[src/rtl/bpa_pkg.sv]
// shared types and constants of the buddy page allocator
package bpa_pkg;

  localparam int WIDE_W = 17;
  localparam int ORD_W  = 4;
  localparam int ORD_N  = 16;

  typedef enum logic [1:0] {
    OP_ALLOC = 2'd0,
    OP_FREE  = 2'd1,
    OP_INIT  = 2'd2,
    OP_NONE  = 2'd3
  } op_t;

  typedef enum logic [1:0] {
    ST_OK     = 2'd0,
    ST_NOBLK  = 2'd1,
    ST_BADORD = 2'd2,
    ST_BADREQ = 2'd3
  } stat_t;

  typedef enum logic [4:0] {
    C_NONE,
    C_LOAD,
    C_A_FIND,
    C_RM_RD,
    C_RM_WR,
    C_MERGE,
    C_SPLIT,
    C_A_FINAL,
    C_F_RD,
    C_F_START,
    C_F_LOOP,
    C_MARK_INIT,
    C_MARK,
    C_PUSH1,
    C_PUSH2,
    C_A_DONE,
    C_I_START,
    C_I_PAGE,
    C_EMIT
  } dp_op_t;

  typedef enum logic [4:0] {
    S_IDLE,
    S_A_CHECK,
    S_A_SPLIT,
    S_A_DONE,
    S_F_RD,
    S_F_CHK,
    S_F_LOOP,
    S_F_BCHK,
    S_RM_RD,
    S_RM_WR,
    S_MERGE,
    S_MARK,
    S_PUSH1,
    S_PUSH2,
    S_I_START,
    S_I_NEXT,
    S_EMIT
  } ctl_state_t;

  typedef struct packed {
    dp_op_t op;
    stat_t  stat;
  } cmd_t;

  typedef struct packed {
    logic [1:0] in_op;
    logic [1:0] op;
    logic       bad_order;
    logic       found;
    logic       free_ok;
    logic       merge_try;
    logic       buddy_free;
    logic       mark_last;
    logic       mark_alloc;
    logic       split_more;
    logic       init_more;
    logic       out_busy;
  } sts_t;

endpackage

[src/rtl/bpa_ctrl.sv]
// sequencer of the allocator: walks lists, splits, merges and marks
module bpa_ctrl (
  input  logic          clk,
  input  logic          rst_n,
  input  logic          in_valid,
  output logic          in_stall,
  input  bpa_pkg::sts_t sts,
  output bpa_pkg::cmd_t cmd
);

  bpa_pkg::ctl_state_t state_r, state_nxt;
  bpa_pkg::stat_t      stat_r, stat_nxt;

  always_ff @(posedge clk) begin
    if (!rst_n) begin
      state_r <= bpa_pkg::S_IDLE;
      stat_r  <= bpa_pkg::ST_OK;
    end else begin
      state_r <= state_nxt;
      stat_r  <= stat_nxt;
    end
  end

  always_comb begin
    state_nxt = state_r;
    stat_nxt  = stat_r;
    cmd.op    = bpa_pkg::C_NONE;
    cmd.stat  = stat_r;
    in_stall  = 1'b1;
    case (state_r)
      bpa_pkg::S_IDLE: begin
        in_stall = 1'b0;
        if (in_valid) begin
          cmd.op   = bpa_pkg::C_LOAD;
          stat_nxt = bpa_pkg::ST_OK;
          case (sts.in_op)
            bpa_pkg::OP_ALLOC: state_nxt = bpa_pkg::S_A_CHECK;
            bpa_pkg::OP_FREE:  state_nxt = bpa_pkg::S_F_RD;
            bpa_pkg::OP_INIT:  state_nxt = bpa_pkg::S_I_START;
            default: begin
              stat_nxt  = bpa_pkg::ST_BADREQ;
              state_nxt = bpa_pkg::S_EMIT;
            end
          endcase
        end
      end
      bpa_pkg::S_A_CHECK: begin
        if (sts.bad_order) begin
          stat_nxt  = bpa_pkg::ST_BADORD;
          state_nxt = bpa_pkg::S_EMIT;
        end else if (!sts.found) begin
          stat_nxt  = bpa_pkg::ST_NOBLK;
          state_nxt = bpa_pkg::S_EMIT;
        end else begin
          cmd.op    = bpa_pkg::C_A_FIND;
          state_nxt = bpa_pkg::S_RM_RD;
        end
      end
      bpa_pkg::S_RM_RD: begin
        cmd.op    = bpa_pkg::C_RM_RD;
        state_nxt = bpa_pkg::S_RM_WR;
      end
      bpa_pkg::S_RM_WR: begin
        cmd.op    = bpa_pkg::C_RM_WR;
        state_nxt = (sts.op == bpa_pkg::OP_ALLOC) ? bpa_pkg::S_A_SPLIT : bpa_pkg::S_MERGE;
      end
      bpa_pkg::S_MERGE: begin
        cmd.op    = bpa_pkg::C_MERGE;
        state_nxt = bpa_pkg::S_F_LOOP;
      end
      bpa_pkg::S_A_SPLIT: begin
        cmd.op    = sts.split_more ? bpa_pkg::C_SPLIT : bpa_pkg::C_A_FINAL;
        state_nxt = bpa_pkg::S_MARK;
      end
      bpa_pkg::S_MARK: begin
        cmd.op = bpa_pkg::C_MARK;
        if (sts.mark_last) begin
          state_nxt = (sts.op == bpa_pkg::OP_ALLOC && sts.mark_alloc) ?
                      bpa_pkg::S_A_DONE : bpa_pkg::S_PUSH1;
        end
      end
      bpa_pkg::S_PUSH1: begin
        cmd.op    = bpa_pkg::C_PUSH1;
        state_nxt = bpa_pkg::S_PUSH2;
      end
      bpa_pkg::S_PUSH2: begin
        cmd.op = bpa_pkg::C_PUSH2;
        case (sts.op)
          bpa_pkg::OP_ALLOC: state_nxt = bpa_pkg::S_A_SPLIT;
          bpa_pkg::OP_INIT:  state_nxt = bpa_pkg::S_I_NEXT;
          default:           state_nxt = bpa_pkg::S_EMIT;
        endcase
      end
      bpa_pkg::S_A_DONE: begin
        cmd.op    = bpa_pkg::C_A_DONE;
        state_nxt = bpa_pkg::S_EMIT;
      end
      bpa_pkg::S_F_RD: begin
        cmd.op    = bpa_pkg::C_F_RD;
        state_nxt = bpa_pkg::S_F_CHK;
      end
      bpa_pkg::S_F_CHK: begin
        if (sts.free_ok) begin
          cmd.op    = bpa_pkg::C_F_START;
          state_nxt = bpa_pkg::S_F_LOOP;
        end else begin
          stat_nxt  = bpa_pkg::ST_BADREQ;
          state_nxt = bpa_pkg::S_EMIT;
        end
      end
      bpa_pkg::S_F_LOOP: begin
        if (sts.merge_try) begin
          cmd.op    = bpa_pkg::C_F_LOOP;
          state_nxt = bpa_pkg::S_F_BCHK;
        end else begin
          cmd.op    = bpa_pkg::C_MARK_INIT;
          state_nxt = bpa_pkg::S_MARK;
        end
      end
      bpa_pkg::S_F_BCHK: begin
        if (sts.buddy_free) begin
          state_nxt = bpa_pkg::S_RM_RD;
        end else begin
          cmd.op    = bpa_pkg::C_MARK_INIT;
          state_nxt = bpa_pkg::S_MARK;
        end
      end
      bpa_pkg::S_I_START: begin
        cmd.op    = bpa_pkg::C_I_START;
        state_nxt = bpa_pkg::S_I_NEXT;
      end
      bpa_pkg::S_I_NEXT: begin
        if (sts.init_more) begin
          cmd.op    = bpa_pkg::C_I_PAGE;
          state_nxt = bpa_pkg::S_F_LOOP;
        end else begin
          state_nxt = bpa_pkg::S_EMIT;
        end
      end
      bpa_pkg::S_EMIT: begin
        cmd.op = bpa_pkg::C_EMIT;
        if (!sts.out_busy) begin
          state_nxt = bpa_pkg::S_IDLE;
        end
      end
      default: begin
        state_nxt = bpa_pkg::S_IDLE;
      end
    endcase
  end

endmodule

[config.mk]
export PLATFORM = sky130hd
export DESIGN_NAME = bpa_ctrl
export DESIGN_NICKNAME = d
export VERILOG_FILES = /design/src/rtl/bpa_pkg.sv /design/src/rtl/bpa_ctrl.sv
export SDC_FILE = /design/constraint.sdc
export NUM_CORES = 1
export LEC_CHECK = 0
export ABC_AREA = 0
export BUFFER_PORTS_ARGS = -buffer_cell sky130_fd_sc_hd__buf_2
export CAP_MARGIN = 10
export CORE_ASPECT_RATIO = 1.25
export CORE_UTILIZATION = 45
export CTS_CLUSTER_DIAMETER = 60
export DETAILED_ROUTE_END_ITERATION = 10
export PLACE_DENSITY_LB_ADDON = 0.25
export SLEW_MARGIN = 20
export SYNTH_ARGS = -nofsm -noshare
export SYNTH_HDL_FRONTEND = slang
export SYNTH_SLANG_ARGS = --single-unit
[constraint.sdc]
create_clock -name clk -period 2.9 [get_ports clk]
set_clock_uncertainty 0.05 [all_clocks]
set_input_delay 0.435 -clock clk [delete_from_list [all_inputs] [get_ports clk]]
set_output_delay 0.435 -clock clk [all_outputs]
set_load 0.01 [all_outputs]
After elaboration in Yosys (flattened, before gate mapping)
Cells that the tools add are included.
{"block": "totals", "inputBits": 17, "output_inout_bits": 8, "reg_bits": 7, "elab_cells": 64}
{"block": "op_classes", "reduce_logical": 8, "muxes": 30, "n_eq_ne": 24}
{"cell": "$pmux 5 s17", "count": 2}
{"cell": "$eq 5x4->1 const B", "count": 8}
{"cell": "$mux 5", "count": 8}
{"cell": "$eq 5x3->1 const B", "count": 4}
{"cell": "$mux 4", "count": 5}
{"cell": "$mux 2", "count": 8}
{"cell": "$pmux 5 s3", "count": 1}
{"cell": "$eq 5x2->1 const B", "count": 2}
{"cell": "$pmux 5 s2", "count": 1}
{"cell": "$ne 2x2->1 const B", "count": 4}
{"cell": "$pmux 2 s3", "count": 1}
{"cell": "$eq 5x1->1 const B", "count": 1}
{"cell": "$eq 5x5->1 const B", "count": 1}
{"cell": "$logic_not 5->1", "count": 1}
{"cell": "$eq 2x2->1 const B", "count": 2}
{"cell": "$logic_not 2->1", "count": 2}
{"cell": "$mux 1", "count": 4}
{"cell": "$reduce_and 4->1", "count": 1}
{"cell": "$ne 3x3->1 const B", "count": 1}
{"cell": "$reduce_and 3->1", "count": 1}
{"cell": "$reduce_bool 3->1", "count": 1}
{"cell": "$reduce_or 3->1", "count": 1}
{"cell": "$eq 2x1->1 const B", "count": 1}
{"cell": "$logic_and 1x1->1", "count": 1}

Longest topological paths before layout
{"block": "depth", "word_depth": 5, "mapped_depth": 7, "depth_no_buf": 6}

Least setup slack after synthesis
Ideal clock, no wire load.
{"block": "synth_path", "kind": "flip-flop to output port", "start": "register state_r[2]", "end": "output port cmd[2] (netlist name)", "required_time_ns": 2.415, "path_stages_with_launch": 7, "path_buffers": 2, "t_arrival_ns": 1.341, "path_slack_ns": 1.074, "path_cell_list": "dfxtp_1 -> buf_4 -> clkbuf_1 -> a41oi_1 -> a21oi_1 -> nor2_1 -> o21ai_0"}
{"item": "start: declaration", "line_no": "bpa_ctrl.sv:11", "source": "bpa_pkg::ctl_state_t state_r, state_nxt;"}
{"item": "start signal: assignment", "line_no": "bpa_ctrl.sv:16", "source": "state_r <= bpa_pkg::S_IDLE;"}
{"item": "start signal: assignment", "line_no": "bpa_ctrl.sv:19", "source": "state_r <= state_nxt;"}
{"item": "end: declaration", "line_no": "bpa_ctrl.sv:8", "source": "output bpa_pkg::cmd_t cmd"}

==> metrics.csv <==
metric,value,unit
drt drc,0,
list of most frequent post-synthesis cells,"nor2_1, o21ai_0, nand2_1",
CTS buffer count,3,
Final Setup Violations,0,
multi-input logic area,723,sq um
drt total wl,2580,um
xor/xnor cell area share of the yosys netlist,1.82,%
critical path launch point type,register,
CP Class,reg -> out,
Clock Path Buffers,2,
Synthesized Nets,157,
vias in the first global route,931,
status,"finished, final reports clean",
Worst Path Max Fanout,20,
PwrDens,1070,nW/um^2
yosys warns,0,
Worst R2R Setup Slack,0.89,ns
Worst slew margin,45.7,%
Sequential Power Share,27.6,%
clock sinks,7,
"Avg Cell Area, Syn",7.02,sq um
sw frac,53.7,%
"top cells by area, synth","dfxtp_1, o21ai_0, nor2_1, a31oi_1, a21oi_1",
"Seq/Total Area, Yosys",14.6,%
initial antenna violation count,0,
Tcrit/Tclk final,86.0,%
Worst Tran Pin Value,0.813,ns
WP data arrival,2.01,ns
static leakage,0.459,nW
TritonCTS clock tree,yes,
PortBufs,24,
post-synthesis cell type count,47,
die area,2330,sq um
Placer Congestion,0.882,
complex-gate fraction of the synthesized area,30.7,%
CP bufs+invs,1,
Synth area leader,dfxtp_1,
asr flop ratio synth,0,%
ANT cells,0,
Post-Synth Adder-Cell Area,3.90,%
Area Growth Syn to Fin,10.5,%
multiplexer share of the synthesized area,3.12,%
Via density,6.31,
nets,176,
first drt pass iteration count,4,
WP data required,2.41,ns
CP max-delay cell,dfxtp_1,
switching power,611,uW
clk slew on worst S/H paths,0.05,ns
clock latency on the worst-skew pair,0.24,ns
initial cell density of the core,48.0,%
Internal Power,526,uW
dpl hpwl,1940,um
register bit total from synthesis,7,
Tot GR Track Use,24.1,%
Max Cap Viol,0,
Hold Fails Final Rpt,0,
clock share of power,7.2,%
max-slew violations,0,
Gate power share,65.2,%
largest net degree at the start of global routing,26,
worst hold path class,in -> reg,
register area,140,sq um
Fill cells,211,
row count,18,
area share of the largest cell type after synthesis,14.6,%
setup TNS,0,ns
WL per Instance,14.8,um
via count,1104,
crit-path cells,and2b_1 -> and3_1 -> a22oi_1 -> o21ai_0 -> buf_2,
core box area,2000,sq um
total grt overflow,0,
number of DRC markers in iteration 0,34,
first-pass GRT wire length,4240,um
CP peak stage delay,0.76,ns
VDD IR-drop max,0.600,mV
final cell utilization of the core,53.1,%
RSZ-0062 raised after global routing,no,
Synth Instances,137,
Die W,43.4,um
Post-synth EDFFs,0,
Resize count post-CTS,0,
num ports,25,
ys flop type,dfxtp_1,
layout cells sized above 1,20.0,%
H-tree depth,1,
largest family of logic cells by synthesized area,simple AND/OR/NAND/NOR gates,
simple-gate portion of the synthesized area,35.6,%
Post-Syn Area,962,sq um
Post-DRT Antenna Nets,0,
FMAX,0.401,GHz
Crit. End Element,primary output,
"CP delay by family, top",flip-flops,
Post-CTS Hold Fix Bufs,0,
Die Ht,53.7,um
Post-CTS Setup Inserts,0,
Root Buffer,clkbuf_4,
Final min period,2.49,ns
layer usage:
| metal | global-route usage (%) | vias up | routed length (um) |
|---|---|---|---|
| li1 | - | 548 | - |
| met1 | 32.0 | 511 | 1220 |
| met2 | 40.4 | 43 | 1240 |
| met3 | 2.35 | 2 | 109 |
| met4 | 8.85 | 0 | 14 |
| met5 | 0 | - | 0 |
logic make-up (layout without fill, tap and decap cells):
| family | count (synthesis) | count (layout) |
|---|---|---|
| multiplexers | 3 | 3 |
| buffers and inverters | 17 | 35 |
| adder cells (fa/ha/maj) | 3 | 3 |
| flip-flops | 7 | 7 |
| AND/OR/NAND/NOR | 59 | 59 |
| AO/OA/AOI/OAI | 46 | 46 |
| XOR/XNOR | 2 | 2 |
power by group through the flow:
stage	sequential (mW)	combinational [mW]	clock, mW
floorplan	0.174	0.702	0
global placement	0.303	0.721	0
detailed placement	0.308	0.734	0
CTS	0.307	0.736	0.0877
global route	0.328	0.813	0.0949
finish	0.313	0.741	0.0822
metrics by stage:
step	power, mW	hold WS, ns	instance area [sq um]	instances	setup slack, ns
detailed placement	1.04	0.463	1040	171	0.710
CTS	1.13	0.382	1060	175	0.436
global placement	1.02	0.431	1040	171	0.694
floorplan	0.875	0.488	962	137	1.07
finish	1.14	0.390	1060	175	0.406
global route	1.24	0.399	1060	175	0.182
layout make-up:
type / instances / share of cell area (%)
clock buffer: 4 / 2.47
inverter: 7 / 2.71
multi-input combinational: 113 / 68.0
sequential: 7 / 13.2
tap: 20 / 2.35
timing repair buffer: 24 / 11.3
cells in the final DEF, fill, tap and decap left out, types with 5 or more instances in the layout:
cell type,n
nor2_1,12
nand2b_1,5
a21oi_1,8
o21ai_0,12
inv_1,6
a31oi_1,7
buf_2,24
nand2_1,9
nand3_1,5
nor2b_1,5
dfxtp_1,7
tightest hold or removal path, stage by stage:
cell and delay [ns]:
buf_2 0.10, nand2_1 0.04, o21ai_0 0.06
sequential cells by signal, indices dropped and copies added, names as in the netlist:
name and cells:
state_r 5, stat_r 2
worst paths after layout:
| kind | from | end | cells past startpoint |
|---|---|---|---|
| min | sts[0] | state_r[4] | 3 |
| min reg2reg | stat_r[0] | stat_r[0] | 1 |
| max | state_r[2] | cmd[2] | 5 |
| max reg2reg | state_r[2] | state_r[4] | 5 |
Note: power is estimated with default switching activity, not from simulation.
